`src/design/bb_pkg.sv`:
```
// ----------------------------------------------------------------------------
// bb_pkg
// shared types and constants for the bollinger band block
// ----------------------------------------------------------------------------
package bb_pkg;

   localparam int IN_WIDTH   = 24;
   localparam int BAND_WIDTH = 26;

   typedef struct packed {
      logic [IN_WIDTH-1:0] close_price;
      logic                series_start;
   } req_payload_type;

   typedef struct packed {
      logic signed [BAND_WIDTH-1:0] band_value;
      logic                         band_valid;
   } rsp_payload_type;

   // register indexes
   localparam logic [1:0] REG_WINDOW_LENGTH = 2'd0;
   localparam logic [1:0] REG_DEV_MULT      = 2'd1;
   localparam logic [1:0] REG_BAND_SELECT   = 2'd2;

   localparam logic [8:0]  WINDOW_RESET = 9'd20;
   localparam logic [11:0] MULT_RESET   = 12'd512;

   // datapath commands
   typedef enum logic [3:0] {
      CMD_NONE,
      CMD_CLEAR,
      CMD_LOAD,      // take input, start ring read
      CMD_UPDATE,    // update sums, write ring
      CMD_SQ_START,  // load squaring of sum
      CMD_SQ_STEP,
      CMD_DIV_START, // sum^2/n, quotient and remainder
      CMD_DIV_STEP,
      CMD_VAR_START, // (s2 - c)/n
      CMD_VAR_STEP,
      CMD_SQRT_START,
      CMD_SQRT_STEP,
      CMD_BAND,
      CMD_OUT
   } cmd_type;

   typedef struct packed {
      logic div_done;
      logic sq_done;
      logic sqrt_done;
      logic full;
   } status_type;

endpackage

```
`src/design/bb_ctrl.sv`:
```
// ----------------------------------------------------------------------------
// bb_ctrl
// sequencer for one price transaction through the datapath
// ----------------------------------------------------------------------------
module bb_ctrl
   import bb_pkg::*;
(
   input  logic       clock,
   input  logic       reset,
   input  logic       req_valid,
   output logic       req_stall,
   input  logic       out_busy,
   input  status_type status,
   output cmd_type    cmd
);

   typedef enum logic [3:0] {
      S_IDLE, S_UPDATE, S_SQ, S_DIV0, S_DIV, S_VAR0, S_VAR, S_SQRT0, S_SQRT, S_BAND, S_OUT
   } state_type;

   state_type state_ff, state_in;

   assign req_stall = (state_ff != S_IDLE);

   always_comb begin
      state_in = state_ff;
      cmd      = CMD_NONE;
      case (state_ff)
         S_IDLE: begin
            if (req_valid) begin
               cmd = CMD_LOAD;
               state_in = S_UPDATE;
            end
         end
         S_UPDATE: begin
            cmd = CMD_UPDATE;
            state_in = S_SQ;
         end
         S_SQ: begin
            if (!status.full) begin
               state_in = S_OUT;
            end else begin
               cmd = CMD_SQ_START;
               state_in = S_DIV0;
            end
         end
         S_DIV0: begin
            cmd = CMD_SQ_STEP;
            if (status.sq_done) state_in = S_DIV;
         end
         S_DIV: begin
            cmd = CMD_DIV_START;
            state_in = S_VAR0;
         end
         S_VAR0: begin
            cmd = CMD_DIV_STEP;
            if (status.div_done) state_in = S_VAR;
         end
         S_VAR: begin
            cmd = CMD_VAR_START;
            state_in = S_SQRT0;
         end
         S_SQRT0: begin
            cmd = CMD_VAR_STEP;
            if (status.div_done) state_in = S_SQRT;
         end
         S_SQRT: begin
            cmd = CMD_SQRT_START;
            state_in = S_BAND;
         end
         S_BAND: begin
            cmd = CMD_SQRT_STEP;
            if (status.sqrt_done) state_in = S_OUT;
         end
         S_OUT: begin
            if (!out_busy) begin
               cmd = status.full ? CMD_BAND : CMD_OUT;
               state_in = S_IDLE;
            end
         end
         default: state_in = S_IDLE;
      endcase
   end

   always_ff @(posedge clock) begin
      if (reset) state_ff <= S_IDLE;
      else       state_ff <= state_in;
   end

endmodule

```
`config.mk`:
```
export PLATFORM = sky130hd
export DESIGN_NAME = bb_ctrl
export DESIGN_NICKNAME = d
export VERILOG_FILES = /design/src/design/bb_pkg.sv /design/src/design/bb_ctrl.sv
export SDC_FILE = /design/constraint.sdc
export NUM_CORES = 1
export LEC_CHECK = 0
export BUFFER_PORTS_ARGS = -buffer_cell sky130_fd_sc_hd__buf_2
export CORE_AREA = 2 2 39 41
export DETAILED_ROUTE_END_ITERATION = 8
export DIE_AREA = 0 0 41 43
export PLACE_DENSITY_LB_ADDON = 0.08
export SYNTH_ARGS = -nofsm -noshare
export SYNTH_HDL_FRONTEND = slang
export SYNTH_SLANG_ARGS = --single-unit
export TNS_END_PERCENT = 20
```
`constraint.sdc`:
```
create_clock -name clock -period 2.9 [get_ports clock]
set_clock_uncertainty 0.15 [all_clocks]
set_input_delay 0.58 -clock clock [delete_from_list [all_inputs] [get_ports clock]]
set_output_delay 0.58 -clock clock [all_outputs]
set_load 0.005 [all_outputs]
```
==> results.txt, run 1 <==
The run finished with clean final reports. The worst slew margin relative to its limit is between 60% and 70%. The final period demand of the worst path came out at 2190 ps. The synthesized area per cell came out at approximately 7.3 µm².

The register with the most flip-flops in the layout has 4 of them. Routability-driven placement finished with a final weighted congestion of 0.706. The number of ports placed on the die boundary is 13. Synthesis produced a netlist whose cell count is 59. Of the cells placed in the final design, the portion with a size suffix greater than 1 is ~34%.

The initial core utilization is 30.9%. The measured slew at the worst slew-check pin came out at around 530 ps. The number of H-tree levels came out at 1. Counting cells, the worst reg-to-reg path comes to 5.

The design draws 492 µW. The clock slew at the register clock pins of the worst setup and hold paths is approximately 40 ps. The number of antenna violations at the first check in global routing came out at 0. Counting tap cells, the placed design contains a total of 84 instances. The repair_antennas step left the layout with diodes totalling 0. The clock network is responsible for 13.2% of the overall power. The terminus of the critical flop-to-flop path is state_ff[1].

The start point of the critical path is state_ff[0]. The register with the most flip-flops in the final layout is state_ff. The clock latency at the later pin of the worst-skew pair is 230 ps.

Traced cell by cell, the critical path runs through o21ai_0 > o31ai_1 > or3_1 > o21ai_0 > buf_2. The remaining number of nets flagged by the antenna check after routing came out at 0. The register area came out at 80.1 µm². For this design, the slowest cell found on the critical path is dfxtp_1. The number of standard cells in the final layout excluding fillers came out at 87. The number of setup violations in the final report came out at 0. The category of the worst setup path capture point is a primary output. Counting stages on the worst path, the most repeated cell is o21ai_0. The area of placed instances came out at a little under 500 µm².

The signal arrival time at the worst endpoint came out at approximately 1500 ps. The worst path setup slack after routing is 711 ps. The root buffer cell is clkbuf_4. The via count of the first global-routing pass came out at 358. The sum of negative setup slack came out at 0 ps.

The sequential-to-total area share from yosys stat came out at between 10% and 20%. The total CTS buffers came out at 3. The violation count after the first detailed-route iteration came out at 4. Of the total power, the share spent switching nets is 45.1%. IR analysis of the VDD net gives a maximum drop of 0.424 mV. Setup repair after global routing left no endpoint under its margin.

The internal power summed over all cells came out at 270 µW. The average vias per placed instance came out at 5.16. The sequential share of power came out at 25.8%. The pre-CTS worst setup slack came out at 730 ps. Summed over all layers, the routed wires come to about 950 µm. The setup check on the worst reg-to-reg path leaves a slack of 1090 ps. The final instance area came out at 517 µm².

The fill cell total of the finished layout came out at 157. Entering global routing, the biggest net connects 17 pins. Dividing the final minimum period by the clock period gives 75.5%.

The type of element launching the critical path is a flip-flop. The switching power total is 222 µW. The type of the worst setup path is reg -> out. The number of gates resized after cts came out at 0. The post-synth net total came out at 67.

The net total in the final layout is a little over 80. The leakage power is 0.212 nW. The number of buffers inserted to repair setup after CTS is 0. The maximum achievable frequency is 457 MHz. In the routed design, unresolved DRC markers number 0. The placed wire-length estimate came out at between 600 and 700 µm. The initialized floorplan defines 14 standard-cell rows. Counting flops and latches in the post-synthesis netlist gives 4. The total core area came out at around 0.0014 mm². The clock drives 4 sinks. Across every metal layer, demand over resource in global routing totals 13.0%. The floorplan die area came out at 0.00176 mm². The routed wire length per instance is 10.9 µm. The required time at the endpoint of the critical path came out at 2170 ps. The number of buffers added on ports is 12. The first global-routing pass estimated roughly 1600 µm of wire. In this run the critical register-to-register path is launched from state_ff[3]. The total count of hold-check failures in the final report came to 0. The largest stage delay on the critical path came out at 420 ps. The global route total overflow is 0.

The type of the most critical hold path is in -> reg. The maximum buffer depth of the clock tree came out at 2. The number of hold buffers added after cts is 0.

The maximum net fanout on the critical path came out at 13. Per report_power, the combinational group accounts for 61.0% of the total. The critical path ends at cmd[2]. The length of the first detailed-routing pass in iterations came out at 4.

The total via count after detailed routing is about 450. The synthesis warning total came out at 0. The area of combinational cells with multiple inputs is 315 µm².

For this design the ratio of total power to cell area is 952 mW/mm². TritonCTS built the clock tree. The die height is 43 µm.

In the final layout, the registers with the most flip-flops are state_ff x4. The number of max-cap violations is 0. The cell area after synthesis is approximately 430 µm². The floorplan step set the die width to 41 µm. The area added between synthesis and finish is 20.8%. Yosys mapped the design onto 28 distinct sky130hd cell types. The final max-slew violation count is 0.
synth_stat cells:
library cell | instances | area (µm²)
buf_2 | 2 | 10.0
buf_6 | 1 | 11.3
nor3b_2 | 1 | 12.5
clkbuf_1 | 2 | 7.51
o22ai_1 | 1 | 6.26
and2_4 | 1 | 8.76
nor3_1 | 4 | 20.0
nand3b_1 | 1 | 7.51
a21o_1 | 1 | 7.51
o31ai_2 | 1 | 12.5
o31ai_1 | 1 | 7.51
nand2_1 | 5 | 18.8
nor4b_2 | 2 | 30.0
a211oi_1 | 1 | 7.51
a21oi_1 | 6 | 30.0
nor2_1 | 6 | 22.5
dfxtp_1 | 4 | 80.1
a211oi_2 | 2 | 25.0
o21ai_0 | 5 | 25.0
and3_1 | 1 | 6.26
nor3b_1 | 2 | 15.0
nand2b_1 | 2 | 12.5
inv_1 | 1 | 3.75
nand4_1 | 1 | 6.26
xor2_1 | 1 | 8.76
a21boi_0 | 1 | 7.51
or3_1 | 2 | 12.5
o21ai_1 | 1 | 5.00
worst min path at each step:
stage	from	end	slack (ps)	cells after the start
finish	reset	state_ff[3]	430	2
global route	reset	state_ff[3]	430	2
CTS	reset	state_ff[3]	420	2
detailed placement	state_ff[0]	state_ff[0]	530	2
global placement	state_ff[0]	state_ff[0]	550	2
floorplan	state_ff[0]	state_ff[0]	490	2
cell usage in the layout, fill, tap and decap left out, types with 2 or more instances in the layout:
cell / instances
buf_2: 12
nor2_1: 6
a21oi_1: 6
o21ai_0: 5
nand2_1: 5
nor3_1: 4
dfxtp_1: 4
clkbuf_4: 3
nand2b_1: 2
or3_1: 2
nor4b_2: 2
nor3b_1: 2
a211oi_2: 2
buf_4: 2
power groups by stage:
stage	Clock, mW	Combinational [mW]	Sequential (mW)
after floorplan	0	0.259	0.0939
after global placement	0	0.305	0.131
after detailed placement	0	0.304	0.128
after CTS	0.0699	0.304	0.126
after global routing	0.0714	0.343	0.134
final	0.0650	0.300	0.127
logic make-up after synthesis:
family                    after synthesis  synth area share (%)
AOI/OAI and AO/OA                      20                  31.3
xor gates and xnor gates                1                  2.05
buffers and inverters                   6                  7.60
DFF                                     4                  18.7
and+or+nand+nor                        28                  40.4
area by class of cell:
type,instances,area share (%)
Multi-Input combinational cell,49,61.0
Sequential cell,4,15.5
Timing Repair Buffer,14,14.5
Clock buffer,3,4.36
Tap cell,16,3.87
Inverter,1,0.726
per-layer routing:
metal  up-vias  part of all wire (%)  global-route usage [%]
li1        240                     -                       -
met1       202                    52                    19.6
met2         7                    45                    17.5
met3         0                   3.3                    3.14
met4         0                     0                    4.00
met5         -                     0                       0
through the flow:
step / hold slack (ps) / util [%]
6_report: 429 / 37.3
5_1_grt: 435 / 37.3
4_1_cts: 417 / 37.3
3_5_place_dp: 527 / 35.7
3_3_place_gp: 551 / 35.7
2_1_floorplan: 487 / -
worst max-delay path, delay by kind of cell, from the launching register on:
family                 cells  cell delay [ps]
flip-flops                 1              420
AO/OA/AOI/OAI              3              370
AND/OR/NAND/NOR            1              300
buffers and inverters      1              130
Power figures use the tool's default switching activity.
==> inputs of run 2 (changes only) <==
- clock period: 2.9 -> 1.8 ns (I/O delays scaled with it)
==> run 2 against run 1 <==
Hold slack worse by 240 ps. Total power is 86% higher. Clock power is 66% higher. Register-to-register slack worse by 910 ps. Combinational power is 110% higher. Non-clock buffer count is 6 higher. Critical path type unchanged. Largest power group unchanged. Highest routed layer unchanged.
==> results.txt, run 2 (synthesis results as in run 1) <==
The run finished with clean final reports. The clock slew at the register clock pins of the worst setup and hold paths is 40 ps (about the same). The initial core utilization is 30.9% (unchanged). The sequential share of power came out at 20.7% (-5.1 points). The clock sink total is 4 (unchanged).

The total core area is 0.00138 mm² (unchanged). The final max-slew violation count came out at 0 (unchanged). The internal power summed over all cells is 527 µW (+95%).

The largest net degree at the start of global routing is 14 (-3). In the layout the commonest cells are 12 x buf_2, 7 x buf_4, 6 x nor2_1. The via count of the first global-routing pass came out at 444 (+24%). The number of antenna violations at the first check in global routing is 0 (unchanged). The global route total overflow came out at 0 (unchanged). The placer's final routability congestion estimate came out at 0.727 (+2.9%). The required time at the endpoint of the critical path is 1290 ps (-880 ps).

The number of flip-flops under the largest register name came out at 4 (unchanged). The total CTS buffers is 3 (unchanged). The area of placed instances is 532 µm² (+7.6%). The number of H-tree levels is 1 (unchanged). The setup path with the least slack is of type reg -> out. The maximum buffer depth of the clock tree is 2 (unchanged). The worst setup path is launched from a flip-flop.

The length of the first detailed-routing pass in iterations is 4 (unchanged). The most common library cell in the layout ignoring fill and taps is buf_2. The register with the most flip-flops in the final layout is state_ff. The number of max-cap violations came out at 0 (unchanged).

The peak supply drop is 0.600 mV (+42%). The count of inserted antenna diode cells is 0 (unchanged). The site row count is 14 (unchanged).

The global routing usage summed across all routing layers is 14.6% (+1.7 points). The worst slew margin relative to its limit came out at 75.4% (+11 points). The DRC violation count after routing was 0 (unchanged). The wire length of the first global-routing pass was 1790 µm (+12%). The maximum net fanout on the critical path is 10 (-3). The horizontal extent of the die came out at 41 µm (unchanged). The combinational share of power came out at 67.5% (+6.5 points). The number of setup violations in the final report came to 0 (unchanged). The total wire length after detailed routing is 1010 µm (+7.2%). Timing would allow up to 568 MHz.

The remaining number of nets flagged by the antenna check after routing was 0 (unchanged). STA classifies the critical path endpoint as a primary output. The average vias per placed instance came out at 5.25 (+1.7%). The violation count after the first detailed-route iteration came out at 6 (+2).

Setup repair after global routing could not meet its margin everywhere. The CTS tree is yes. The final instance area came out at 583 µm² (+13%). The ratio of cells with drive above 1 in the final layout is 46.8% (+13 points).

Relative to the synthesized area, the layout overhead comes to 36.3%. The root buffer cell chosen for the clock tree is clkbuf_4. The die height came out at 43 µm (unchanged). The total via count after detailed routing is 488 (+8.7%). The leakage power is 0.248 nW (+17%). The floorplan die area was 0.00176 mm² (unchanged). The switching power share of the total came out at 42.4% (-2.7 points). The placed wire-length estimate came out at 804 µm (+17%). The routed wire length per instance came out at 10.9 µm (+0.27%).

The number of ports placed on the die boundary came out at 13 (unchanged). The final period demand of the worst path is ~1800 ps. The portion of total power attributed to the clock network is 11.8% (-1.4 points). The number of buffers added on ports is 12 (unchanged).

The type of the most critical hold path is in -> reg. The switching power total is 387 µW (+74%). The signal arrival time at the worst endpoint came out at 1250 ps (-210 ps). In the final layout, the registers with the most flip-flops are state_ff x4. The power per cell area is 1570 mW/mm² (+65%).

The measured slew at the worst slew-check pin came to 367 ps (-162 ps). The pre-CTS worst setup slack is 101 ps (-630 ps). The net total in the final layout is 87 (+7.4%).

The worst path setup slack after routing is 39.4 ps (-671 ps). The total count of hold-check failures in the final report came to 0 (unchanged). The clock latency at the later pin of the worst-skew pair was 230 ps (about the same).

Dividing the final minimum period by the clock period gives between 90% and 100%.
## run 2: repair_timing
item	CTS	global route
hold buffers	0	0
pin swaps	0	1
gates resized for setup	4	7
setup buffers	0	1
endpoints found under the setup margin	2	4
## run 2: final cells by class
cell class,count,area (µm²)
multi-input cells,49,323
clock buffers,3,22.5
inverters,1,3.75
well taps,16,20.0
repair buffers,20,124
flip-flops and latches,4,90.1
fillers,153,801
## run 2: per-layer routing
layer | share of wire [%] | up-vias | routed length (µm) | track usage (%)
met3 | 3.7 | 0 | 38 | 6.28
li1 | - | 255 | - | -
met5 | 0 | - | 0 | 0
met4 | 0 | 0 | 0 | 2.00
met2 | 49 | 7 | 497 | 20.0
met1 | 47 | 226 | 478 | 21.5
## run 2: critical path, cell delays in order, from the launching register on
cell and delay (ps):
dfxtp_4 360, buf_6 140, or3_1 330, o21ai_1 70, buf_2 120
## run 2: through the flow
stage / power [mW] / util (%) / hold WS, ps / setup TNS (ps) / instances
global route: 1.02 / 42.1 / 187 / -161 / 93
global placement: 0.770 / 38.4 / 441 / 0 / 89
floorplan: 0.569 / - / 275 / 0 / 59
finish: 0.914 / 42.1 / 190 / 0 / 93
CTS: 0.882 / 40.5 / 183 / 0 / 92
detailed placement: 0.760 / 38.4 / 440 / 0 / 89
## run 2: power by group through the flow
stage / clock [mW] / sequential [mW] / combinational (mW)
after floorplan: 0 / 0.151 / 0.418
after global placement: 0 / 0.187 / 0.584
after detailed placement: 0 / 0.183 / 0.577
after CTS: 0.114 / 0.187 / 0.582
after global routing: 0.124 / 0.197 / 0.699
final: 0.108 / 0.189 / 0.617
## run 2: final timing paths
path	to	slack [ps]	startpoint	depth (start not counted)
max	cmd[2]	40	state_ff[2]	4
min	state_ff[3]	190	reset	2
max reg2reg	state_ff[1]	180	state_ff[3]	5
min reg2reg	state_ff[0]	460	state_ff[0]	2
